$ cat src/design/pwm_both_strand_scanner_assert.svh
// ----------------------------------------------------------------------------
// PWM scanner assertion macros
// Concurrent check wrappers on i_clk, held off while i_rst_n is low.
// ----------------------------------------------------------------------------
`ifndef PWM_BOTH_STRAND_SCANNER_ASSERT_SVH
`define PWM_BOTH_STRAND_SCANNER_ASSERT_SVH

`ifndef NO_ASSERTIONS
`define PBS_ASSERT_SAME(lbl, ante, cons) \
    lbl: assert property (@(posedge i_clk) disable iff (!i_rst_n) (ante) |-> (cons)) \
        else $error("pwm scanner: same-cycle check failed");
`define PBS_ASSERT_NEXT(lbl, ante, cons) \
    lbl: assert property (@(posedge i_clk) disable iff (!i_rst_n) (ante) |=> (cons)) \
        else $error("pwm scanner: next-cycle check failed");
`else
`define PBS_ASSERT_SAME(lbl, ante, cons)
`define PBS_ASSERT_NEXT(lbl, ante, cons)
`endif

`endif

$ cat src/design/pbs_pkg.sv
`timescale 1ns / 1ps
// ----------------------------------------------------------------------------
// PWM scanner package
// Field widths, codes, state type and control structs shared by the scanner.
// ----------------------------------------------------------------------------
package pbs_pkg;

    localparam int SCORE_W    = 22;
    localparam int WEIGHT_W   = 16;
    localparam int BASE_W     = 3;
    localparam int WIN_W      = 20;
    localparam int ROW_W      = 6;
    localparam int NT_W       = 2;
    localparam int LEN_W      = 7;
    localparam int CFG_W      = 20;
    localparam int CFG_IDX_W  = 2;
    localparam int IN_DATA_W  = 32;
    localparam int OUT_DATA_W = 64;

    localparam logic FUNC_WEIGHT = 1'b0;
    localparam logic FUNC_BASE   = 1'b1;

    localparam logic [CFG_IDX_W-1:0] CFG_MOTIF_LEN  = 2'd0;
    localparam logic [CFG_IDX_W-1:0] CFG_SCAN_START = 2'd1;
    localparam logic [CFG_IDX_W-1:0] CFG_SCAN_END   = 2'd2;

    localparam logic [BASE_W-1:0] BASE_N = 3'd4;
    localparam logic [NT_W-1:0]   NT_T   = 2'd3;

    typedef enum logic [1:0] {
        ST_RUN,
        ST_CLEAR,
        ST_REPLAY
    } t_state;

    typedef struct packed {
        logic                       step;
        logic                       clr;
        logic                       wr_en;
        logic [ROW_W-1:0]           wr_row;
        logic [NT_W-1:0]            wr_nt;
        logic signed [WEIGHT_W-1:0] wr_val;
    } t_cell_ctl;

    typedef struct packed {
        logic run;
        logic clr;
        logic replay;
        logic dirty;
    } t_seq_stat;

endpackage

$ cat src/design/pbs_ctrl.sv
`timescale 1ns / 1ps
// ----------------------------------------------------------------------------
// PWM scanner sequencer
// Tracks stale partial sums and rebuilds them by rotating the base line
// once through the chain before the next base is taken.
// ----------------------------------------------------------------------------
module pbs_ctrl import pbs_pkg::*; #(
    parameter int MAX_LEN = 64
) (
    input  logic      i_clk,
    input  logic      i_rst_n,
    input  logic      i_base_req,
    input  logic      i_busy,
    input  logic      i_mark,
    output t_seq_stat o_stat
);

    localparam int CNT_W = $clog2(MAX_LEN + 1);

    t_state           r_state, n_state;
    logic [CNT_W-1:0] r_cnt, n_cnt;
    logic             r_dirty, n_dirty;
    logic             w_last;

    assign w_last = (r_cnt == CNT_W'(MAX_LEN - 1));

    always_comb begin
        n_state = r_state;
        case (r_state)
            ST_RUN: begin
                if (i_base_req && r_dirty && !i_busy) begin
                    n_state = ST_CLEAR;
                end
            end
            ST_CLEAR: begin
                n_state = ST_REPLAY;
            end
            ST_REPLAY: begin
                if (w_last) begin
                    n_state = ST_RUN;
                end
            end
            default: begin
                n_state = ST_RUN;
            end
        endcase
    end

    always_comb begin
        o_stat.run    = 1'b0;
        o_stat.clr    = 1'b0;
        o_stat.replay = 1'b0;
        o_stat.dirty  = r_dirty;
        case (r_state)
            ST_RUN:    o_stat.run    = 1'b1;
            ST_CLEAR:  o_stat.clr    = 1'b1;
            ST_REPLAY: o_stat.replay = 1'b1;
            default:   o_stat.run    = 1'b0;
        endcase
    end

    always_comb begin
        n_cnt   = (r_state == ST_REPLAY) ? r_cnt + CNT_W'(1) : '0;
        n_dirty = i_mark || (r_dirty && !((r_state == ST_REPLAY) && w_last));
    end

    always_ff @(posedge i_clk) begin
        if (!i_rst_n) begin
            r_state <= ST_RUN;
            r_cnt   <= '0;
            r_dirty <= 1'b1;
        end else begin
            r_state <= n_state;
            r_cnt   <= n_cnt;
            r_dirty <= n_dirty;
        end
    end

endmodule

$ cat config.mk
export PLATFORM = sky130hd
export DESIGN_NAME = pbs_ctrl
export DESIGN_NICKNAME = d
export VERILOG_FILES = /design/src/design/pwm_both_strand_scanner_assert.svh /design/src/design/pbs_pkg.sv /design/src/design/pbs_ctrl.sv
export SDC_FILE = /design/constraint.sdc
export NUM_CORES = 1
export LEC_CHECK = 0
export BUFFER_PORTS_ARGS = -buffer_cell sky130_fd_sc_hd__buf_4
export CAP_MARGIN = 30
export CORE_MARGIN = 2
export CORE_UTILIZATION = 25
export DETAILED_ROUTE_END_ITERATION = 10
export PLACE_DENSITY = 0.49
export SETUP_SLACK_MARGIN = 0.4
export SYNTH_ARGS = -nofsm -noshare
export SYNTH_HDL_FRONTEND = slang
export SYNTH_SLANG_ARGS = --single-unit
export TNS_END_PERCENT = 50
$ cat constraint.sdc
create_clock -name i_clk -period 2 [get_ports i_clk]
set_input_delay 0.4 -clock i_clk [delete_from_list [all_inputs] [get_ports i_clk]]
set_output_delay 0.4 -clock i_clk [all_outputs]
set_load 0.03 [all_outputs]
==> results.sh, run 1 <==
export IMPL_synth_simple_area_share=0.2761
export IMPL_status="finished clean"
export IMPL_synth_top_family_by_area="simple AND/OR/NAND/NOR gates"
export IMPL_postCtsSetupBuffers=0
export IMPL_powerDensity_mw_per_mm2=733.5
export IMPL_yosys_area_share_xor_xnor=0.06442
export IMPL_peakVddDrop_mv=0.3030
export IMPL_leakagePower_uw=0.0001898
export IMPL_vias_per_cell=4.580
export IMPL_start_kind="register"
export IMPL_rsz0062_at_grt="false"
export IMPL_hold_ws_ps=386.1
export IMPL_port_buffers=8
export IMPL_final_cell_mix="dfxtp_1 (10), buf_4 (8), nor2_1 (5)"
export IMPL_synth_cell_types=21
export IMPL_fin_crit_ps=1407
export IMPL_synthAdderAreaFrac=0.03067
export IMPL_synth_compound_gate_area_share=0.09202
export IMPL_synthCells=44
export IMPL_drc_errors=0
export IMPL_nNetsFinal=61
export IMPL_worst_slack_ps=592.8
export IMPL_skew_ps=3.253
export IMPL_crit_arrival_ps=1010
export IMPL_cts_resized=0
export IMPL_cts_tree="yes"
export IMPL_dr_pass1_iters=4
export IMPL_final_common_cell="dfxtp_1"
export IMPL_hold_start="i_busy"
export IMPL_synth_mux_area_fraction=0
export IMPL_synth_yosys_seq_area_share=0.4908
export IMPL_wl_um=686
export IMPL_timing_setup_tns_ps=0
export IMPL_start_util=0.2677
export IMPL_drive_gt1_frac=0.2453
export IMPL_period_share=0.7036
export IMPL_r2r_cells=4
export IMPL_die_w_um=44.39
export IMPL_ant_nets=0
export IMPL_end_kind="output pin"
export IMPL_min_path_cells=3
export IMPL_grt_max_degree=8
export IMPL_worstSkewPairLatency_ps=260
export IMPL_root_buffer="clkbuf_4"
export IMPL_io_pin_count=9
export IMPL_ctsHtreeMaxLevel=1
export IMPL_ys_seq_elements=10
export IMPL_track_usage=0.09191
export IMPL_setup_viol=0
export IMPL_antenna_found_initial=0
export IMPL_synth_warnings=0
export IMPL_die_h_um=44.39
export IMPL_slew_headroom=0.8331
export IMPL_cap_viol_max_count=0
export IMPL_slew_violations=0
export IMPL_cts_sinks=10
export IMPL_drt_iter0_drc=6
export IMPL_required_ps=1600
export IMPL_max_freq_ghz=0.7106
export IMPL_grt_overflow=0
export IMPL_grt_first_pass_wirelength_um=1235
export IMPL_numCtsBuffers=3
export IMPL_timing_rr_start="r_cnt[0]"
export IMPL_clock_path_buffers=2
export IMPL_gp_congestion=0.6881
export IMPL_dp_hpwl_um=493.7
export IMPL_worst_pin_slew_ps=249.8
export IMPL_hp_class="input port to register"
export IMPL_core_mm2=0.001524
export IMPL_synth_area_um2=407.9
export IMPL_vias=316
export IMPL_die_area_mm2=0.001970
export IMPL_avgSynthCellArea_um2=9.270
export IMPL_r2r_slack_ps=840
export IMPL_row_count=14
export IMPL_timing_rr_end="r_cnt[6]"
export IMPL_stdcell_count=69
export IMPL_synth_net_count=50
export IMPL_cts_hold_buffers_added=0
export IMPL_pre_cts_ws_ps=837.9
export IMPL_synthToLayoutAreaGrowth_pct=21.47
export IMPL_worstSetupPathType="register to output pin"
export IMPL_crit_path_max_fanout=4
export IMPL_clk_pin_slew_worst_paths_ps=60
export IMPL_hold_end="r_state[0]"
export IMPL_grt_pass1_vias=294
export IMPL_dpl_cell_count=66
export IMPL_routedWlPerCell_um=9.942
export IMPL_diodes=0
export IMPL_hold_violations=0
[cells in the mapped netlist, drive strengths merged]
cell type   n  area, um2
and2b       1      7.510
or3         2      12.51
and3        1      6.260
xor2        2      17.52
buf         2      15.01
nand2       4      15.01
xnor2       1      8.760
nor3        2      10.01
ha          1      12.51
o21ai       3      15.01
a41oi       1      8.760
dfxtp      10      200.2
nor2        5      18.77
nand4b      1      8.760
inv         1      3.750
nand3       3      20.02
nor3b       1      7.510
nor2b       1      6.260
a21oi       2      13.76
[per-layer routing]
layer	GRT usage	share of wire	vias to the layer above
met5	0	0	-
met2	0.1059	0.44	6
met1	0.1222	0.50	139
met4	0.1091	0.013	0
li1	-	-	169
met3	0.02449	0.041	2
[power by group]
part           leakage [uW]  internal, uW  total (uW)  switching (uW)
registers         0.0000808           202         204            2.34
clock network     0.0000138          69.2         131            61.6
logic             0.0000952          13.0        28.5            15.5
total              0.000190           284         363            79.5
[area by class of cell]
type                       count  area, um2
clock buffer                   3      22.52
sequential                    10      200.2
fill                         159       1028
timing repair buffer           8      60.06
tap                           16      20.02
inverter                       1      3.754
multi-input combinational     31      188.9
[flip-flops by register name (all words and copies together) (netlist names)]
register and cells:
r_state 2, r_dirty 1, r_cnt 7
[stage by stage]
step           utilization  power [uW]  cell area (um2)
2_1_floorplan            -       224.0            407.9
3_3_place_gp        0.3103       237.8            473.0
3_5_place_dp        0.3103       237.5            473.0
4_1_cts             0.3251       371.8            495.5
5_1_grt             0.3251       387.6            495.5
6_report            0.3251       363.4            495.5
[worst max-delay path: stages (launching register included)]
cell     delay, ps
dfxtp_1        350
and2b_1        220
buf_4          180
[kinds of logic (layout without fill, tap and decap cells)]
logic type | count (synthesis) | after routing
AOI/OAI and AO/OA | 6 | 6
xor gates and xnor gates | 3 | 3
adders and majority gates | 1 | 1
buffers and inverters | 3 | 12
DFF | 10 | 10
and+or+nand+nor | 21 | 21
[how the worst max path moves through the flow]
stage | depth (start not counted) | slack [ps] | end | from
final | 2 | 590 | o_stat[1] | r_state[0]
after global routing | 2 | 510 | o_stat[2] | r_state[0]
after CTS | 2 | 580 | o_stat[1] | r_state[0]
after detailed placement | 4 | 840 | r_cnt[6] | r_cnt[0]
after global placement | 4 | 860 | r_cnt[6] | r_cnt[0]
after floorplan | 1 | 870 | o_stat[3] | r_state[1]
No activity file was read; power rests on OpenSTA's default activity.
==> run 2, diff against run 1 <==
PLACE_DENSITY = 0.5   (was 0.49)
clock period = 1.25 ns   (was 2 ns; I/O delays follow)
==> run 2 against run 1 <==
Net effect: highest routed layer is now met3; clock skew down 0.93 ps; sequential share of layout area down 7.4 points; sequential power up 57%; largest power group unchanged.
==> results.sh, run 2 (synthesized netlist as in run 1, its figures left out) <==
export IMPL_regMostFlops="r_cnt"
export IMPL_worst_pin_slew_ps=225.3
export IMPL_vias_per_cell=4.689
export IMPL_final_common_cell="buf_4"
export IMPL_powerDensity_mw_per_mm2=870.7
export IMPL_core_mm2=0.001524
export IMPL_reg_largest_list="r_cnt: 7 flops, r_state: 2 flops, r_dirty: 1 flops"
export IMPL_ctsHtreeMaxLevel=1
export IMPL_rsz0062_at_grt="true"
export IMPL_setup_viol=0
export IMPL_start_util=0.2677
export IMPL_track_usage=0.1080
export IMPL_cap_viol_max_count=0
export IMPL_root_buffer="clkbuf_4"
export IMPL_diodes=0
export IMPL_slew_headroom=0.8495
export IMPL_utilization=0.4434
export IMPL_timing_setup_tns_ps=0
export IMPL_ant_nets=0
export IMPL_worstSkewPairLatency_ps=250
export IMPL_numCtsBuffers=3
export IMPL_status="finished clean"
export IMPL_worstSetupPathType="register to output pin"
export IMPL_row_count=14
export IMPL_grt_max_degree=8
export IMPL_crit_path_max_fanout=4
export IMPL_io_pin_count=9
export IMPL_dp_hpwl_um=554.1
export IMPL_critPathMaxStageDelay_ps=330
export IMPL_die_area_mm2=0.001970
export IMPL_cts_hold_buffers_added=0
export IMPL_fillers=148
export IMPL_die_h_um=44.39
export IMPL_stdcell_count=74
export IMPL_crit_arrival_ps=960
export IMPL_clk_pin_slew_worst_paths_ps=60
export IMPL_max_freq_ghz=0.8281
export IMPL_die_w_um=44.39
export IMPL_dr_pass1_iters=2
export IMPL_final_cell_area_um2=675.6
export IMPL_antenna_found_initial=0
export IMPL_drc_errors=0
export IMPL_start_kind="register"
export IMPL_synthToLayoutAreaGrowth_pct=65.64
export IMPL_nNetsFinal=66
export IMPL_hold_violations=0
export IMPL_port_buffers=8
export IMPL_routedWlPerCell_um=11.92
export IMPL_drive_gt1_frac=0.6897
export IMPL_cts_sinks=10
export IMPL_final_cell_mix="buf_4 (9), dfxtp_4 (5), nor2_1 (4), buf_6 (4)"
export IMPL_vias=347
export IMPL_fin_crit_ps=1208
export IMPL_required_ps=1000
export IMPL_dpl_cell_count=66
export IMPL_period_share=0.9660
export IMPL_cts_tree="yes"
export IMPL_skew_ps=2.323
export IMPL_clock_path_buffers=2
export IMPL_path_cells="and2b_4, buf_6"
export IMPL_hold_ws_ps=248.3
export IMPL_end_kind="output pin"
export IMPL_hp_class="input port to register"
export IMPL_largest_reg_flops=7
export IMPL_grt_first_pass_wirelength_um=1504
export IMPL_place_area_um2=504.2
export IMPL_wl_um=882
export IMPL_slew_violations=0
export IMPL_leakagePower_uw=0.0002442
export IMPL_gp_congestion=0.6951
export IMPL_slowest_stage="dfxtp_2"
export IMPL_grt_pass1_vias=374
export IMPL_peakVddDrop_mv=0.3100
export IMPL_grt_overflow=0
export IMPL_drt_iter0_drc=3
## run 2: metrics by stage
stage	setup slack, ps	total power, uW
floorplan	246.3	362.5
global placement	210.7	386.1
detailed placement	201.5	386.0
CTS	33.84	599.6
global route	-3.405	625.4
finish	42.47	588.3
## run 2: final timing paths
| check | endpoint | from | slack [ps] | cells after the start |
|---|---|---|---|---|
| worst max register to register | r_cnt[6] | r_cnt[1] | 180 | 4 |
| worst min register to register | r_state[0] | r_state[0] | 430 | 1 |
| worst min-delay path | r_state[0] | i_busy | 250 | 3 |
| worst max-delay path | o_stat[1] | r_state[0] | 40 | 2 |
## run 2: cell type report
class	instances	area, um2	share of cell area
Multi-Input combinational cell	31	294.0	0.4352
Sequential cell	10	222.7	0.3296
Timing Repair Buffer	13	112.6	0.1667
Clock buffer	3	22.52	0.03333
Tap cell	16	20.02	0.02963
Inverter	1	3.754	0.005556
## run 2: worst max-delay path: cells and delay by family (launching register included)
| family | cells | cell delay, ps |
|---|---|---|
| flip-flops | 1 | 330 |
| buffers and inverters | 1 | 120 |
| AND/OR/NAND/NOR | 1 | 250 |
## run 2: routing by layer
| layer | vias up | global-route usage | share of wire |
|---|---|---|---|
| li1 | 180 | - | - |
| met5 | - | 0 | 0 |
| met3 | 0 | 0.03673 | 0.019 |
| met2 | 4 | 0.1824 | 0.55 |
| met4 | 0 | 0.07273 | 0 |
| met1 | 163 | 0.1125 | 0.43 |
## run 2: repair_timing
item                       in CTS  in global routing
setup buffers                   4                  1
setup endpoints to repair      10                 14
pin swaps                       3                  6
cloned                          0                  0
resized for setup               7                 21
## run 2: where the power goes
part | total (uW) | switching (uW) | internal, uW
clock | 202 | 92.0 | 110
combinational | 66.3 | 33.7 | 32.6
sequential | 320 | 5.19 | 315
==> run 3, diff against run 2 <==
CTS_BUF_LIST = sky130_fd_sc_hd__clkbuf_8   (was unset)
==> run 3 against run 2 <==
Net effect: sequential share of layout area up 2.1 points; sequential power up 2%; clock-buffer cell count unchanged; clock skew up 0.98 ps; cell area down 9.3%; wire length down 13%.
==> results.sh, run 3 (synthesized netlist as in run 1, its figures left out) <==
export IMPL_status="finished clean"
export IMPL_hold_violations=0
export IMPL_crit_path_max_fanout=4
export IMPL_routedWlPerCell_um=10.61
export IMPL_vias_per_cell=4.583
export IMPL_nNetsFinal=64
export IMPL_die_w_um=44.39
export IMPL_synthToLayoutAreaGrowth_pct=50.31
export IMPL_fillers=162
export IMPL_start_util=0.2677
export IMPL_gp_congestion=0.6951
export IMPL_max_freq_ghz=0.8520
export IMPL_clock_path_buffers=2
export IMPL_start_kind="register"
export IMPL_slew_violations=0
export IMPL_grt_first_pass_wirelength_um=1455
export IMPL_io_pin_count=9
export IMPL_reg_largest_list="r_cnt: 7 flops, r_state: 2 flops, r_dirty: 1 flops"
export IMPL_worst_pin_slew_ps=221.7
export IMPL_vias=330
export IMPL_required_ps=1000
export IMPL_skew_ps=3.305
export IMPL_end_kind="output pin"
export IMPL_die_h_um=44.39
export IMPL_cts_sinks=10
export IMPL_die_area_mm2=0.001970
export IMPL_crit_arrival_ps=920
export IMPL_cap_viol_max_count=0
export IMPL_worstSkewPairLatency_ps=230
export IMPL_diodes=0
export IMPL_drc_errors=0
export IMPL_powerDensity_mw_per_mm2=1145
export IMPL_clk_pin_slew_worst_paths_ps=40
export IMPL_root_buffer="clkbuf_8"
export IMPL_antenna_found_initial=0
export IMPL_numCtsBuffers=3
export IMPL_port_buffers=8
export IMPL_drive_gt1_frac=0.5357
export IMPL_regMostFlops="r_cnt"
export IMPL_row_count=14
export IMPL_pre_cts_ws_ps=201.5
export IMPL_dr_pass1_iters=2
export IMPL_dp_hpwl_um=554.1
export IMPL_grt_overflow=0
export IMPL_critPathTopFamily="flip-flops"
export IMPL_hp_class="input port to register"
export IMPL_highest_layer="met4"
export IMPL_grt_max_degree=8
export IMPL_dr_wl_met3_um=16
export IMPL_core_mm2=0.001524
export IMPL_timing_setup_tns_ps=0
export IMPL_final_common_cell="buf_4"
export IMPL_cts_tree="yes"
export IMPL_place_area_um2=504.2
export IMPL_slew_headroom=0.8506
export IMPL_ant_nets=0
export IMPL_drt_iter0_drc=3
export IMPL_final_cell_mix="buf_4 (9), nor2_1 (5), dfxtp_1 (4)"
export IMPL_critPathMaxStageDelay_ps=320
export IMPL_largest_reg_flops=7
export IMPL_leakagePower_uw=0.0002210
export IMPL_fin_crit_ps=1174
export IMPL_ctsHtreeMaxLevel=1
export IMPL_track_usage=0.1021
export IMPL_rsz0062_at_grt="true"
export IMPL_peakVddDrop_mv=0.5311
export IMPL_cp_num_buf_inv=1
export IMPL_grt_pass1_vias=358
export IMPL_worst_slack_ps=76.31
export IMPL_wl_met1_um=391
export IMPL_final_cell_area_um2=613.1
export IMPL_slowest_stage="dfxtp_2"
export IMPL_path_cells="and2b_4, buf_6"
export IMPL_period_share=0.9390
export IMPL_wl_um=764
export IMPL_met2_length_um=344
export IMPL_setup_viol=0
export IMPL_worstSetupPathType="register to output pin"
run 3: path summary, 6_finish.rpt:
kind         cells past startpoint          to  slack, ps       start
max                              2   o_stat[1]         80  r_state[0]
min                              3  r_state[0]        280      i_busy
max reg2reg                      4    r_cnt[6]        190    r_cnt[0]
min reg2reg                      1  r_state[0]        420  r_state[0]
run 3: cell type report:
cell class | count | area [um2] | area share
multi-input combinational | 31 | 242.7 | 0.3959
tap | 16 | 20.02 | 0.03265
timing repair buffer | 11 | 90.09 | 0.1469
inverter | 1 | 3.754 | 0.006122
sequential | 10 | 215.2 | 0.3510
clock buffer | 3 | 41.29 | 0.06735
run 3: power breakdown:
part,internal (uW),switching [uW],leakage (uW)
Combinational,32.5,32.0,0.000115
Sequential,321,5.43,0.0000846
Clock,209,103,0.0000216
Total,562,140,0.000221
run 3: timing repair:
action,CTS,global route
hold buffers,0,0
setup endpoints to repair,9,13
pin swaps,1,0
gates resized for setup,4,9
setup buffers,2,1
run 3: routing by layer:
layer,track usage,vias up
li1,-,173
met1,0.1175,151
met2,0.1647,4
met3,0.03673,2
met4,0.05455,0
met5,0,-
run 3: per-stage QoR:
stage / util / power [uW] / cells / hold slack (ps)
after floorplan: - / 362.5 / 44 / 358.6
after global placement: 0.3309 / 386.1 / 66 / 410.1
after detailed placement: 0.3309 / 386.0 / 66 / 417.1
after CTS: 0.3752 / 712.6 / 71 / 276.5
after global routing: 0.4023 / 746.1 / 72 / 323.8
final: 0.4023 / 702.3 / 72 / 280.8
run 3: worst reg2reg max path, cell delays in order (launching register included):
cell	delay, ps
dfxtp_4	360
ha_4	140
nand2_2	60
or3_1	320
a21oi_2	110
