<file path="src/design/pwm_both_strand_scanner_assert.svh">
// ----------------------------------------------------------------------------
// PWM scanner assertion macros
// Concurrent check wrappers on i_clk, held off while i_rst_n is low.
// ----------------------------------------------------------------------------
`ifndef PWM_BOTH_STRAND_SCANNER_ASSERT_SVH
`define PWM_BOTH_STRAND_SCANNER_ASSERT_SVH

`ifndef NO_ASSERTIONS
`define PBS_ASSERT_SAME(lbl, ante, cons) \
    lbl: assert property (@(posedge i_clk) disable iff (!i_rst_n) (ante) |-> (cons)) \
        else $error("pwm scanner: same-cycle check failed");
`define PBS_ASSERT_NEXT(lbl, ante, cons) \
    lbl: assert property (@(posedge i_clk) disable iff (!i_rst_n) (ante) |=> (cons)) \
        else $error("pwm scanner: next-cycle check failed");
`else
`define PBS_ASSERT_SAME(lbl, ante, cons)
`define PBS_ASSERT_NEXT(lbl, ante, cons)
`endif

`endif

</file>
<file path="src/design/pbs_pkg.sv">
`timescale 1ns / 1ps
// ----------------------------------------------------------------------------
// PWM scanner package
// Field widths, codes, state type and control structs shared by the scanner.
// ----------------------------------------------------------------------------
package pbs_pkg;

    localparam int SCORE_W    = 22;
    localparam int WEIGHT_W   = 16;
    localparam int BASE_W     = 3;
    localparam int WIN_W      = 20;
    localparam int ROW_W      = 6;
    localparam int NT_W       = 2;
    localparam int LEN_W      = 7;
    localparam int CFG_W      = 20;
    localparam int CFG_IDX_W  = 2;
    localparam int IN_DATA_W  = 32;
    localparam int OUT_DATA_W = 64;

    localparam logic FUNC_WEIGHT = 1'b0;
    localparam logic FUNC_BASE   = 1'b1;

    localparam logic [CFG_IDX_W-1:0] CFG_MOTIF_LEN  = 2'd0;
    localparam logic [CFG_IDX_W-1:0] CFG_SCAN_START = 2'd1;
    localparam logic [CFG_IDX_W-1:0] CFG_SCAN_END   = 2'd2;

    localparam logic [BASE_W-1:0] BASE_N = 3'd4;
    localparam logic [NT_W-1:0]   NT_T   = 2'd3;

    typedef enum logic [1:0] {
        ST_RUN,
        ST_CLEAR,
        ST_REPLAY
    } t_state;

    typedef struct packed {
        logic                       step;
        logic                       clr;
        logic                       wr_en;
        logic [ROW_W-1:0]           wr_row;
        logic [NT_W-1:0]            wr_nt;
        logic signed [WEIGHT_W-1:0] wr_val;
    } t_cell_ctl;

    typedef struct packed {
        logic run;
        logic clr;
        logic replay;
        logic dirty;
    } t_seq_stat;

endpackage

</file>
<file path="src/design/pbs_cell.sv">
`timescale 1ns / 1ps
// ----------------------------------------------------------------------------
// PWM scanner cell
// Holds one matrix row and one base of the shift line; extends the forward
// partial sum upwards and the reverse-complement partial sum downwards.
// ----------------------------------------------------------------------------
module pbs_cell import pbs_pkg::*; #(
    parameter int ROW = 0
) (
    input  logic                      i_clk,
    input  logic                      i_rst_n,
    input  t_cell_ctl                 i_ctl,
    input  logic [BASE_W-1:0]         i_bcast,
    input  logic [BASE_W-1:0]         i_base,
    output logic [BASE_W-1:0]         o_base,
    input  logic signed [SCORE_W-1:0] i_fwd,
    output logic signed [SCORE_W-1:0] o_fwd,
    input  logic signed [SCORE_W-1:0] i_rev,
    output logic signed [SCORE_W-1:0] o_rev
);

    logic signed [WEIGHT_W-1:0]   r_wa, r_wc, r_wg, r_wt;
    logic [BASE_W-1:0]            r_base;
    logic signed [SCORE_W-1:0]    r_fwd, r_rev;
    logic signed [WEIGHT_W+1:0]   w_sum;
    logic signed [WEIGHT_W-1:0]   w_mean, w_fterm, w_rterm;
    logic                         w_is_n, w_wr_me;
    logic [NT_W-1:0]              w_nt;

    function automatic logic signed [WEIGHT_W-1:0] pick(
        input logic signed [WEIGHT_W-1:0] wa,
        input logic signed [WEIGHT_W-1:0] wc,
        input logic signed [WEIGHT_W-1:0] wg,
        input logic signed [WEIGHT_W-1:0] wt,
        input logic [NT_W-1:0]            sel
    );
        logic signed [WEIGHT_W-1:0] res;
        case (sel)
            2'd0: res = wa;
            2'd1: res = wc;
            2'd2: res = wg;
            default: res = wt;
        endcase
        return res;
    endfunction

    always_comb begin
        w_sum   = {{2{r_wa[WEIGHT_W-1]}}, r_wa} + {{2{r_wc[WEIGHT_W-1]}}, r_wc}
                + {{2{r_wg[WEIGHT_W-1]}}, r_wg} + {{2{r_wt[WEIGHT_W-1]}}, r_wt};
        w_mean  = w_sum[WEIGHT_W+1:2];
        w_is_n  = (i_bcast >= BASE_N);
        w_nt    = i_bcast[NT_W-1:0];
        w_fterm = w_is_n ? w_mean : pick(r_wa, r_wc, r_wg, r_wt, w_nt);
        w_rterm = w_is_n ? w_mean : pick(r_wa, r_wc, r_wg, r_wt, NT_T - w_nt);
        w_wr_me = i_ctl.wr_en && (int'(i_ctl.wr_row) == ROW);
    end

    always_ff @(posedge i_clk) begin
        if (!i_rst_n) begin
            r_base <= '0;
        end else if (i_ctl.step) begin
            r_base <= i_base;
        end
    end

    always_ff @(posedge i_clk) begin
        if (i_ctl.clr) begin
            r_fwd <= '0;
            r_rev <= '0;
        end else if (i_ctl.step) begin
            r_fwd <= i_fwd + {{(SCORE_W-WEIGHT_W){w_fterm[WEIGHT_W-1]}}, w_fterm};
            r_rev <= i_rev + {{(SCORE_W-WEIGHT_W){w_rterm[WEIGHT_W-1]}}, w_rterm};
        end
    end

    always_ff @(posedge i_clk) begin
        if (w_wr_me) begin
            case (i_ctl.wr_nt)
                2'd0: r_wa <= i_ctl.wr_val;
                2'd1: r_wc <= i_ctl.wr_val;
                2'd2: r_wg <= i_ctl.wr_val;
                default: r_wt <= i_ctl.wr_val;
            endcase
        end
    end

    assign o_base = r_base;
    assign o_fwd  = r_fwd;
    assign o_rev  = r_rev;

endmodule

</file>
<file path="config.mk">
export PLATFORM = sky130hd
export DESIGN_NAME = pbs_cell
export DESIGN_NICKNAME = d
export VERILOG_FILES = /design/src/design/pwm_both_strand_scanner_assert.svh /design/src/design/pbs_pkg.sv /design/src/design/pbs_cell.sv
export SDC_FILE = /design/constraint.sdc
export NUM_CORES = 1
export LEC_CHECK = 0
export BUFFER_PORTS_ARGS = -buffer_cell sky130_fd_sc_hd__buf_2
export CORE_MARGIN = 1
export CORE_UTILIZATION = 63
export CTS_CLUSTER_DIAMETER = 200
export DETAILED_ROUTE_END_ITERATION = 8
export PLACE_DENSITY = 0.94
export SLEW_MARGIN = 20
export SYNTH_ARGS = -nofsm -noshare
export SYNTH_HDL_FRONTEND = slang
export SYNTH_SLANG_ARGS = --single-unit
</file>
<file path="constraint.sdc">
create_clock -name i_clk -period 15.6 [get_ports i_clk]
set_clock_uncertainty 0.15 [all_clocks]
set_input_delay 3.12 -clock i_clk [delete_from_list [all_inputs] [get_ports i_clk]]
set_output_delay 3.12 -clock i_clk [all_outputs]
set_load 0.005 [all_outputs]
</file>
==> results of run 1 <==
## kinds of logic (layout without fill, tap and decap cells)
kind of cell | Yosys count | count (layout) | share of synthesized area, %
buffers and inverters | 158 | 271 | 7.23
flip-flops | 111 | 111 | 33.2
XOR/XNOR | 41 | 41 | 4.42
AO/OA/AOI/OAI | 196 | 196 | 15.3
AND/OR/NAND/NOR | 209 | 209 | 11.8
adder cells (fa/ha/maj) | 92 | 92 | 16.4
multiplexers | 60 | 60 | 11.6
## power groups by stage
stage               logic (W)  clock network (W)  registers [W]
floorplan            0.000130                  0       0.000338
global placement     0.000177                  0       0.000337
detailed placement   0.000183                  0       0.000338
CTS                  0.000184           0.000226       0.000331
global route         0.000207           0.000235       0.000333
finish               0.000186           0.000221       0.000331
## worst max path at each step
stage	from	endpoint	slack, ns	cells after the start
final	i_bcast[0]	o_fwd[20]$_SDFFE_PP0P_	8.76	15
after global routing	i_bcast[0]	o_fwd[20]$_SDFFE_PP0P_	8.54	15
after CTS	i_bcast[0]	o_fwd[20]$_SDFFE_PP0P_	8.78	15
after detailed placement	i_bcast[0]	o_fwd[20]$_SDFFE_PP0P_	8.42	15
after global placement	i_bcast[0]	o_fwd[20]$_SDFFE_PP0P_	8.49	15
after floorplan	i_bcast[1]	o_fwd[20]$_SDFFE_PP0P_	8.63	16
## Yosys cell counts (all sizes together) (6+ instances only)
cell type  instances
o21bai            13
mux2i             28
a21o              23
fa                35
ha                57
nand2             54
buf               11
nor2              64
edfxtp            64
nor2b              6
and3               9
mux4              32
dfxtp             47
xor2              15
o21a               8
nand3             17
nor3              14
nand4             10
or3                7
inv              126
a21oi             48
nor4               6
clkbuf            21
o21ai             46
xnor2             25
a211oi            15
## through the flow
stage               area, um^2  setup WS [ns]  cells  hold slack [ns]  utilization [%]
floorplan                 8610           8.63    867            0.307                -
global placement          9340           8.49   1140            0.298             70.3
detailed placement        9340           8.42   1140            0.309             70.3
CTS                       9620           8.78   1156            0.319             72.4
global route              9620           8.54   1156            0.350             72.4
finish                    9620           8.76   1156            0.322             72.4
## area by class of cell
type,count,share of cell area (%)
clock inverter,7,0.572
timing repair buffer,129,6.81
clock buffer,9,2.34
tap,176,2.29
multi-input combinational,598,53.3
inverter,126,4.91
sequential,111,29.7
## per-layer routing
| layer | wire [um] | track usage [%] | part of all wire (%) |
|---|---|---|---|
| met5 | 0 | 0 | 0 |
| met4 | 424 | 11.2 | 2.2 |
| met3 | 1420 | 4.45 | 7.5 |
| met2 | 9060 | 46.9 | 48 |
| met1 | 8040 | 37.0 | 42 |
## flip-flops by register name, indices dropped and copies added (netlist names)
signal,cells
o_fwd,22
o_base,3
r_wc,16
r_wg,16
o_rev,22
r_wa,16
r_wt,16
## worst reg2reg max path, cell delays in order (launching register included)
cell	delay, ns
sky130_fd_sc_hd__edfxtp_1	0.38
sky130_fd_sc_hd__inv_1	0.07
sky130_fd_sc_hd__fa_1	0.53
sky130_fd_sc_hd__inv_1	0.04
sky130_fd_sc_hd__fa_1	0.49
sky130_fd_sc_hd__nand3_1	0.10
sky130_fd_sc_hd__fa_1	0.48
sky130_fd_sc_hd__nor2b_1	0.26
sky130_fd_sc_hd__o31ai_4	0.10
sky130_fd_sc_hd__a211oi_1	0.41
sky130_fd_sc_hd__o21ai_0	0.21
sky130_fd_sc_hd__a21oi_1	0.21
sky130_fd_sc_hd__o21ai_0	0.14
sky130_fd_sc_hd__mux2i_1	0.22
sky130_fd_sc_hd__nand3_1	0.17
sky130_fd_sc_hd__ha_1	0.43
sky130_fd_sc_hd__o211ai_1	0.28
sky130_fd_sc_hd__a21oi_1	0.13
sky130_fd_sc_hd__a32o_1	0.24
sky130_fd_sc_hd__nor3_2	0.21
sky130_fd_sc_hd__nor3_1	0.08
sky130_fd_sc_hd__or4b_1	0.49
sky130_fd_sc_hd__o221ai_2	0.14
==> summary.txt, run 1 <==
=====================================================================================
Async set or reset register ratio after synthesis ......................           0%
Nature of the critical path endpoint ...................................    flip-flop
Slew margin rel. .......................................................        40.1%
Cell at the root of the clock tree ..................................... sky130_fd_sc_hd__clkbuf_16
Layout overhead on the synthesized area ................................        11.7%
Initial DRC count ......................................................          539
Die outline width ......................................................       119 um
Die Y-Extent ...........................................................       119 um
Critical path's largest stage delay ....................................      0.57 ns
Final nets .............................................................        1,146
Post-synthesis cell type with the largest combined area ................ sky130_fd_sc_hd__edfxtp_1
CTS tree ...............................................................         done
Final-layout fill cell count ...........................................          868
Area of the mapped netlist ............................................. 0.00861 mm^2
Post-cts sizing count ..................................................            0
Final WL ...............................................................    19,000 um
Cell internal power dissipation ........................................   0.000519 W
Unrepaired setup endpoints after global routing ........................           no
Avg WL per Cell ........................................................      16.4 um
Clock latency on the worst-skew pair ...................................      0.36 ns
Sequential area share after synthesis ..................................        33.2%
Net Sw Frac ............................................................        29.8%
Starting density of the core ...........................................        64.8%
Max IR drop VDD ........................................................    0.0512 mV
Register-to-register path setup slack ..................................      9.59 ns
Mapped Cells ...........................................................          867
# diodes ...............................................................            0
Number of remaining DRC errors .........................................            0
Total overflow reported by the global router ...........................            0
Number of synthesized flops with an enable pin .........................           64
Floorplan die area .....................................................  0.0141 mm^2
Type of element launching the critical path ............................   input port
Most frequent standard cell in the layout excluding fill and tap cells . sky130_fd_sc_hd__inv_1
Maximum number of pins on one net before global-route repair ...........           50
Post-Syn Nets ..........................................................        1,038
Floorplan row count ....................................................           42
Number of sinks driven by the clock tree ...............................          111
Flip-flop and latch count after synthesis ..............................          111
Transition time at the pin with the least slew margin ..................     0.898 ns
Number of I/O pins .....................................................          126
Vias in the first global route .........................................        6,619
Detailed-router iteration count before antenna repair ..................            5
Detailed-placement wirelength estimate .................................    14,500 um
Max-capacitance violation count ........................................            0
Crit path required time ................................................     15.70 ns
Main synth FF type ..................................................... sky130_fd_sc_hd__edfxtp_1
Max stage delay cell, worst path ....................................... sky130_fd_sc_hd__mux4_2
Number of synthesis warnings ...........................................            0
Seq pwr share ..........................................................        44.8%
R2r worst-path depth ...................................................           22
Avg Synthesized Cell Area ..............................................    9.93 um^2
Area fraction of the dominant cell type after synthesis ................        22.3%
Sequential Area ........................................................ 0.00286 mm^2
Final setup violation count ............................................            0
Run status .............................................................    completed
Count of H-tree levels built during CTS ................................            3
Arrival time of the worst setup path ...................................      6.94 ns
Instance count along the most critical hold path .......................            2
Startpoint of the most critical register-to-register path .............. r_wa[1]$_DFFE_PP_
Number of antenna violations at the first check in global routing ......            0
GRT Util Overall .......................................................        28.2%
Clock buffers created by TritonCTS .....................................            9
Distinct cells, synth ..................................................           70
Minimum period implied by the final worst setup slack ..................      6.84 ns
Leading post-synthesis cells by cell area .............................. sky130_fd_sc_hd__edfxtp_1 (22%), sky130_fd_sc_hd__dfxtp_1 (11%), sky130_fd_sc_hd__mux4_2 (8.4%)
Clock slew seen by the registers of the worst setup and hold paths .....      0.08 ns
Fraction of final layout cells sized beyond drive strength 1 ...........        19.6%
Post-CTS repair timing setup buffer count ..............................            0
IO buf count ...........................................................          125
Aggregate negative setup slack .........................................         0 ns
Maximum buffer depth of the clock tree .................................            2
Leakage power figure ...................................................      4.49 nW
List of cells traversed by the critical path ........................... buf_2, buf_4, mux4_2, nand2_1, nand2_1, ha_1, fa_1, a211o_1, a21oi_1, o22ai_1, o21ai_2, o21ai_1, a311oi_1, nor4_1, a311o_1
Max-slew violation total from the final report .........................            0
Worst path bufs/invs ...................................................            2
Via/cell ratio .........................................................         6.04
First-pass GRT wire length .............................................    31,400 um
CTS Hold Buffers Added .................................................            0
Power after layout .....................................................   0.000739 W
Endpoint of the worst register-to-register path ........................ o_rev[21]$_SDFFE_PP0P_
Achievable clock frequency .............................................    0.146 GHz
Top library cells by usage in the layout, fill and taps aside .......... sky130_fd_sc_hd__inv_1 (126), sky130_fd_sc_hd__buf_2 (125), sky130_fd_sc_hd__edfxtp_1 (64), sky130_fd_sc_hd__nor2_1 (63), sky130_fd_sc_hd__ha_1 (57)
Net switching power of the design ......................................   0.000220 W
Period Utilization, post-route .........................................        43.8%
Critical path type .....................................................    in -> reg
Placeable core area ....................................................  0.0133 mm^2
Total power density per cell area ...................................... 76.8 mW/mm^2
Vias post-DR ...........................................................        6,981
Worst hold-check path type .............................................   reg -> reg
Capture endpoint of the worst hold path ................................ o_rev[19]$_SDFFE_PP0P_
DRT antenna net count ..................................................            0
Multi-input combinational cell area .................................... 0.00513 mm^2
Final estimated routing congestion in global placement .................        0.954
HP Start ............................................................... o_rev[19]$_SDFFE_PP0P_
Most frequent CP cell .................................................. sky130_fd_sc_hd__nand2_1
Worst-path maximum fanout ..............................................           32
Gate family responsible for the most delay along the worst path ........ compound AO/OA/AOI/OAI gates
Final Hold Fails .......................................................            0
Clock power share ......................................................        30.0%
Part of the power in combinational logic ...............................        25.2%
=====================================================================================
No activity file was read; power rests on OpenSTA's default activity.
==> inputs of run 2 (changes only) <==
--- a/config.mk
+++ b/config.mk
@@ -7,10 +7,10 @@
 export LEC_CHECK = 0
 export BUFFER_PORTS_ARGS = -buffer_cell sky130_fd_sc_hd__buf_2
 export CORE_MARGIN = 1
-export CORE_UTILIZATION = 63
+export CORE_UTILIZATION = 53
 export CTS_CLUSTER_DIAMETER = 200
 export DETAILED_ROUTE_END_ITERATION = 8
-export PLACE_DENSITY = 0.94
+export PLACE_DENSITY = 0.85
 export SLEW_MARGIN = 20
 export SYNTH_ARGS = -nofsm -noshare
 export SYNTH_HDL_FRONTEND = slang
==> constraint.sdc (replaced) <==
create_clock -name i_clk -period 5.9 [get_ports i_clk]
set_clock_uncertainty 0.15 [all_clocks]
set_input_delay 1.18 -clock i_clk [delete_from_list [all_inputs] [get_ports i_clk]]
set_output_delay 1.18 -clock i_clk [all_outputs]
set_load 0.005 [all_outputs]
==> run 2 against run 1 <==
Compared with the run above:
- sequential power grew to 2.6 times the previous value
- highest routed layer is now met5
- core utilization is 11 points lower
- first-iteration DRC count is 14% lower
==> summary.txt, run 2 (synthesis results as in run 1) <==
=====================================================================================
Run status .............................................................    completed
Startpoint of the most critical register-to-register path .............. r_wa[1]$_DFFE_PP_
IO buf count ...........................................................          125   unchanged
Achievable clock frequency .............................................    0.176 GHz
Avg WL per Cell ........................................................      16.6 um   +1.3%
Number of sinks driven by the clock tree ...............................          111   unchanged
Via/cell ratio .........................................................         5.73   -5.1%
Floorplan row count ....................................................           46   +9.5%
Clock buffers created by TritonCTS .....................................            9   unchanged
Clock latency on the worst-skew pair ...................................      0.36 ns   about the same
Final setup violation count ............................................            0   unchanged
HP Start ............................................................... o_rev[2]$_SDFFE_PP0P_
Starting density of the core ...........................................        54.2%   -11 points
Detailed-placement wirelength estimate .................................    15,200 um   +4.7%
Max-capacitance violation count ........................................            0   unchanged
Hold slack final .......................................................     0.335 ns   +0.0133 ns
Die outline width ......................................................       129 um   +8.9%
Initial DRC count ......................................................          466   -14%
Detailed-router iteration count before antenna repair ..................            6   +1
Worst hold-check path type .............................................   reg -> reg
Nature of the critical path endpoint ...................................    flip-flop
Minimum period implied by the final worst setup slack ..................      5.67 ns
Max stage delay cell, worst path ....................................... sky130_fd_sc_hd__fa_1
Slew margin rel. .......................................................        38.9%   -1.2 points
Max IR drop VDD ........................................................     0.179 mV   +250%
R2r worst-path depth ...................................................           22   unchanged
First-pass GRT wire length .............................................    31,300 um   -0.29%
Capture endpoint of the worst hold path ................................ o_rev[2]$_SDFFE_PP0P_
Total overflow reported by the global router ...........................            0   unchanged
Period Utilization, post-route .........................................        96.2%
Part of the power in combinational logic ...............................        24.7%   -0.5 points
Number of antenna violations at the first check in global routing ......            1   +1
Placeable core area ....................................................  0.0159 mm^2   +19%
Net switching power of the design ......................................   0.000601 W   +170%
Gate family responsible for the most delay along the worst path ........ compound AO/OA/AOI/OAI gates
Vias post-DR ...........................................................        6,873   -1.5%
Endpoint of the worst register-to-register path ........................ o_fwd[20]$_SDFFE_PP0P_
Arrival time of the worst setup path ...................................      5.78 ns   -1.16 ns
Number of placed instances, taps included ..............................        1,183   +3.8%
Clock power share ......................................................        32.1%   +2.1 points
Cell area reported after detailed placement ............................ 0.00942 mm^2   +0.80%
Most frequent standard cell in the layout excluding fill and tap cells . sky130_fd_sc_hd__inv_1
Register-to-register path setup slack ..................................      0.23 ns   -9.36 ns
Vias in the first global route .........................................        6,530   -1.3%
Final Hold Fails .......................................................            0   unchanged
Count of cell instances traversed by the critical path .................           22   +7
Number of I/O pins .....................................................          126   unchanged
Final instance area .................................................... 0.00976 mm^2   +1.4%
Total power density per cell area ......................................  208 mW/mm^2   +170%
Final cell count without fillers .......................................        1,199   +3.7%
Net Sw Frac ............................................................        29.7%   -0.14 points
Transition time at the pin with the least slew margin ..................     0.916 ns   +0.0184 ns
Leakage power figure ...................................................      4.53 nW   +0.81%
Crit path required time ................................................      6.01 ns   -9.69 ns
Critical path's largest stage delay ....................................      0.53 ns   -0.04 ns
Die Y-Extent ...........................................................       129 um   +8.9%
Unrepaired setup endpoints after global routing ........................          yes
Final WL ...............................................................    19,900 um   +5.1%
GRT Util Overall .......................................................        24.2%   -4.0 points
Count of H-tree levels built during CTS ................................            3   unchanged
Worst path bufs/invs ...................................................            2   unchanged
Worst-path maximum fanout ..............................................            7   -78%
Final estimated routing congestion in global placement .................        0.919   -3.7%
CTS Hold Buffers Added .................................................            0   unchanged
Cell internal power dissipation ........................................    0.00143 W   +170%
CTS tree ...............................................................         done
Cell at the root of the clock tree ..................................... sky130_fd_sc_hd__clkbuf_16
Post-placement setup slack .............................................     0.278 ns   -8.14 ns
Most frequent CP cell .................................................. sky130_fd_sc_hd__fa_1
Max-slew violation total from the final report .........................            0   unchanged
DRT antenna net count ..................................................            0   unchanged
Critical path type .....................................................   reg -> reg
Final nets .............................................................        1,149   +0.26%
Layout overhead on the synthesized area ................................        13.3%
Number of remaining DRC errors .........................................            0   unchanged
Instance count along the most critical hold path .......................            2   unchanged
Floorplan die area .....................................................  0.0168 mm^2   +19%
Clock slew seen by the registers of the worst setup and hold paths .....      0.08 ns   about the same
Maximum buffer depth of the clock tree .................................            2   unchanged
Seq pwr share ..........................................................        43.2%   -1.6 points
Maximum number of pins on one net before global-route repair ...........           50   unchanged
Type of element launching the critical path ............................    flip-flop
Fin worst setup slack ..................................................     0.227 ns   -8.53 ns
Top library cells by usage in the layout, fill and taps aside .......... sky130_fd_sc_hd__inv_1 (126), sky130_fd_sc_hd__buf_2 (125), sky130_fd_sc_hd__edfxtp_1 (64), sky130_fd_sc_hd__nor2_1 (61), sky130_fd_sc_hd__ha_1 (56)
Fraction of final layout cells sized beyond drive strength 1 ...........        20.7%   +1.1 points
# diodes ...............................................................            0   unchanged
List of cells traversed by the critical path ........................... inv_1, fa_1, inv_1, fa_1, nand3_1, fa_1, nor2b_1, o31ai_4, a211oi_2, o21ai_0, a21oi_1, o21ai_0, mux2i_1, nand3_1, ha_1, a21o_1, a21o_1, a21oi_1, o21ai_1, a311oi_2, nor4_1, a311o_1
=====================================================================================
[run 2: timing repair]
| item | in CTS | in global routing |
|---|---|---|
| endpoints found under the hold margin | 0 | 0 |
| setup buffers | 0 | 0 |
| resized for setup | 0 | 8 |
| endpoints found under the setup margin | 0 | 5 |
[run 2: stage by stage]
| step | TNS [ns] | power (W) | utilization, % |
|---|---|---|---|
| 2_1_floorplan | 0 | 0.00124 | - |
| 3_3_place_gp | 0 | 0.00137 | 59.3 |
| 3_5_place_dp | 0 | 0.00138 | 59.3 |
| 4_1_cts | 0 | 0.00202 | 61.3 |
| 5_1_grt | -0.172 | 0.00212 | 61.4 |
| 6_report | 0 | 0.00203 | 61.4 |
[run 2: worst max path at each step]
stage / endpoint / from / slack, ns
global placement: o_rev[21]$_SDFFE_PP0P_ / r_wa[1]$_DFFE_PP_ / 0.42
CTS: o_fwd[20]$_SDFFE_PP0P_ / r_wa[1]$_DFFE_PP_ / 0.15
global route: o_fwd[20]$_SDFFE_PP0P_ / r_wc[1]$_DFFE_PP_ / -0.12
floorplan: o_rev[21]$_SDFFE_PP0P_ / r_wa[1]$_DFFE_PP_ / 0.66
finish: o_fwd[20]$_SDFFE_PP0P_ / r_wa[1]$_DFFE_PP_ / 0.23
detailed placement: o_fwd[20]$_SDFFE_PP0P_ / r_wa[1]$_DFFE_PP_ / 0.28
[run 2: final cells by class]
type                       instances  area (um^2)
fill                            1305         6120
multi-input combinational        598         5160
sequential                       111         2860
timing repair buffer             132          678
inverter                         126          473
tap                              216          270
clock buffer                       9          225
clock inverter                     7         90.1
[run 2: metal layers]
metal / track usage [%] / wire length, um / up-vias
li1: - / - / 3331
met1: 31.6 / 8790 / 3276
met2: 40.2 / 9400 / 222
met3: 2.93 / 1060 / 42
met4: 11.8 / 642 / 2
met5: 0 / 15 / -
[run 2: power groups by stage]
stage               clock network (W)  registers, W  logic (W)
finish                       0.000650      0.000875   0.000502
global route                 0.000682      0.000879   0.000555
CTS                          0.000654      0.000875   0.000491
detailed placement                  0      0.000892   0.000487
global placement                    0      0.000892   0.000475
floorplan                           0      0.000894   0.000345
[run 2: worst min-delay path, delay by kind of cell, from the launching register on]
| kind | cells | cell delay, ns |
|---|---|---|
| AOI/OAI and AO/OA | 1 | 0.05 |
| DFF | 1 | 0.31 |
| and+or+nand+nor | 1 | 0.08 |
==> inputs of run 3 (changes only) <==
--- a/config.mk
+++ b/config.mk
@@ -7,10 +7,10 @@
 export LEC_CHECK = 0
 export BUFFER_PORTS_ARGS = -buffer_cell sky130_fd_sc_hd__buf_2
 export CORE_MARGIN = 1
-export CORE_UTILIZATION = 53
+export CORE_UTILIZATION = 40
 export CTS_CLUSTER_DIAMETER = 200
 export DETAILED_ROUTE_END_ITERATION = 8
-export PLACE_DENSITY = 0.85
+export PLACE_DENSITY = 0.69
 export SLEW_MARGIN = 20
 export SYNTH_ARGS = -nofsm -noshare
 export SYNTH_HDL_FRONTEND = slang
==> run 3 against run 2 <==
Compared with the run above:
- clock-buffer cell count up 1
- critical endpoint is now o_rev[21]$_SDFFE_PP0P_
- critical path depth unchanged
- die area up 32%
- largest cell class unchanged
- routed wire length down 0.49%
- register-to-register slack better by 0.21 ns
- sequential cell count unchanged
- combinational power down 1%
- core utilization down 15 points
- sequential share of layout area down 0.21 points
- first-iteration DRC count down 16%
- cell count up 4.9%
- non-clock buffer count unchanged
==> summary.txt, run 3 (synthesis results as in run 1) <==
=====================================================================================
Minimum period implied by the final worst setup slack ..................      5.46 ns   -0.209 ns
Final nets .............................................................        1,149   unchanged
Period Utilization, post-route .........................................        92.6%   -3.5 points
First-pass GRT wire length .............................................    31,500 um   +0.57%
Post-CTS repair timing setup buffer count ..............................            0   unchanged
Critical path's largest stage delay ....................................      0.51 ns   -0.02 ns
Detailed-router iteration count before antenna repair ..................            5   -1
Achievable clock frequency .............................................    0.183 GHz   +3.8%
Detailed-placement wirelength estimate .................................    15,800 um   +3.8%
Number of sinks driven by the clock tree ...............................          111   unchanged
Worst hold-check path type .............................................   reg -> reg
Via/cell ratio .........................................................         5.29   -7.7%
Run status .............................................................    completed
Final estimated routing congestion in global placement .................        0.866   -5.8%
Number of I/O pins .....................................................          126   unchanged
# diodes ...............................................................            0   unchanged
Floorplan die area .....................................................  0.0221 mm^2   +32%
Final-layout fill cell count ...........................................        2,023   +55%
CTS Hold Buffers Added .................................................            0   unchanged
Die outline width ......................................................       149 um   +15%
List of cells traversed by the critical path ........................... inv_1, fa_1, fa_1, inv_1, ha_1, nor2b_2, o31ai_4, a21oi_1, a31o_2, a21oi_1, xor2_1, nand2_1, nand2_2, ha_1, or3_1, o21ai_0, a21oi_1, a32o_1, nor3_2, nor3_1, or4b_1, o221ai_2
Placeable core area ....................................................  0.0211 mm^2   +33%
Number of placed instances, taps included ..............................        1,242   +5.0%
Gate family responsible for the most delay along the worst path ........  adder cells
Cell at the root of the clock tree ..................................... sky130_fd_sc_hd__clkbuf_16
Worst-path maximum fanout ..............................................            6   -1
Floorplan row count ....................................................           53   +15%
Max-slew violation total from the final report .........................            0   unchanged
Critical path type .....................................................   reg -> reg
Layout overhead on the synthesized area ................................        14.1%
Max IR drop VDD ........................................................     0.142 mV   -21%
Aggregate negative setup slack .........................................         0 ns   unchanged
Most frequent standard cell in the layout excluding fill and tap cells . sky130_fd_sc_hd__inv_1
Max stage delay cell, worst path ....................................... sky130_fd_sc_hd__fa_1
Type of element launching the critical path ............................    flip-flop
Max-capacitance violation count ........................................            0   unchanged
Unrepaired setup endpoints after global routing ........................           no
Maximum buffer depth of the clock tree .................................            2   unchanged
Post-cts sizing count ..................................................            0   unchanged
Maximum number of pins on one net before global-route repair ...........           50   unchanged
Hold slack final .......................................................     0.320 ns   -0.0155 ns
Final cell count without fillers .......................................        1,258   +4.9%
Worst path bufs/invs ...................................................            2   unchanged
Count of H-tree levels built during CTS ................................            3   unchanged
Vias post-DR ...........................................................        6,655   -3.2%
Power after layout .....................................................    0.00202 W   -0.28%
Final WL ...............................................................    19,800 um   -0.49%
IO buf count ...........................................................          125   unchanged
Final setup violation count ............................................            0   unchanged
Top library cells by usage in the layout, fill and taps aside .......... sky130_fd_sc_hd__inv_1 (126), sky130_fd_sc_hd__buf_2 (125), sky130_fd_sc_hd__edfxtp_1 (64), sky130_fd_sc_hd__nor2_1 (63), sky130_fd_sc_hd__ha_1 (55)
Die Y-Extent ...........................................................       149 um   +15%
CTS tree ...............................................................         done
Nature of the critical path endpoint ...................................    flip-flop
Crit path required time ................................................      6.04 ns   +0.03 ns
DRT antenna net count ..................................................            0   unchanged
Clock slew seen by the registers of the worst setup and hold paths .....      0.08 ns   about the same
Slew margin rel. .......................................................        34.2%   -4.7 points
Initial DRC count ......................................................          391   -16%
Final Hold Fails .......................................................            0   unchanged
Total power density per cell area ......................................  206 mW/mm^2   -0.98%
Most frequent CP cell .................................................. sky130_fd_sc_hd__a21oi_1
Total overflow reported by the global router ...........................            0   unchanged
Transition time at the pin with the least slew margin ..................     0.987 ns   +0.0711 ns
GRT Util Overall .......................................................        18.3%   -5.9 points
Avg WL per Cell ........................................................      15.7 um   -5.2%
Clock buffers created by TritonCTS .....................................            9   unchanged
Clock latency on the worst-skew pair ...................................      0.37 ns   about the same
Number of remaining DRC errors .........................................            0   unchanged
Starting density of the core ...........................................        40.8%   -13 points
Arrival time of the worst setup path ...................................      5.60 ns   -0.18 ns
Leakage power figure ...................................................      4.53 nW   about the same
Number of antenna violations at the first check in global routing ......            1   unchanged
Vias in the first global route .........................................        6,282   -3.8%
Fraction of final layout cells sized beyond drive strength 1 ...........        20.3%   -0.31 points
=====================================================================================
## run 3: worst paths after layout
check        slack, ns                     end  cells after the start                    from
max reg2reg       0.44  o_rev[21]$_SDFFE_PP0P_                     22       r_wc[3]$_DFFE_PP_
min               0.32  o_rev[19]$_SDFFE_PP0P_                      2  o_rev[19]$_SDFFE_PP0P_
max               0.44  o_rev[21]$_SDFFE_PP0P_                     22       r_wc[3]$_DFFE_PP_
min reg2reg       0.32  o_rev[19]$_SDFFE_PP0P_                      2  o_rev[19]$_SDFFE_PP0P_
## run 3: tightest hold or removal path, delay by kind of cell (launching register included)
| kind | cells | cell delay, ns |
|---|---|---|
| flip-flops | 1 | 0.32 |
| AND/OR/NAND/NOR | 1 | 0.06 |
| AO/OA/AOI/OAI | 1 | 0.05 |
## run 3: where the power goes
group | total (W) | leakage, nW | internal, W | switching [W]
Clock | 0.000648 | 0.150 | 0.000339 | 0.000309
Sequential | 0.000876 | 0.964 | 0.000855 | 0.0000212
Combinational | 0.000497 | 3.42 | 0.000228 | 0.000269
Total | 0.00202 | 4.53 | 0.00142 | 0.000599
## run 3: cell type report
type	count	area (um^2)	share of cell area, %
Multi-Input combinational cell	598	5150	52.4
Sequential cell	111	2860	29.1
Timing Repair Buffer	132	691	7.03
Inverter	126	473	4.81
Tap cell	275	344	3.50
Clock buffer	10	229	2.33
Clock inverter	6	76.3	0.776
## run 3: stage by stage
step	setup slack [ns]	util [%]	area (um^2)
global placement	0.375	45.1	9510
CTS	0.215	46.5	9810
global route	0.0212	46.6	9830
floorplan	0.664	-	8610
detailed placement	0.267	45.1	9510
finish	0.436	46.6	9830
## run 3: metal layers
metal / track usage, % / share of wire [%]
met5: 0 / 0
met4: 7.30 / 2.6
met3: 2.66 / 4.5
met2: 28.5 / 45
met1: 25.7 / 48
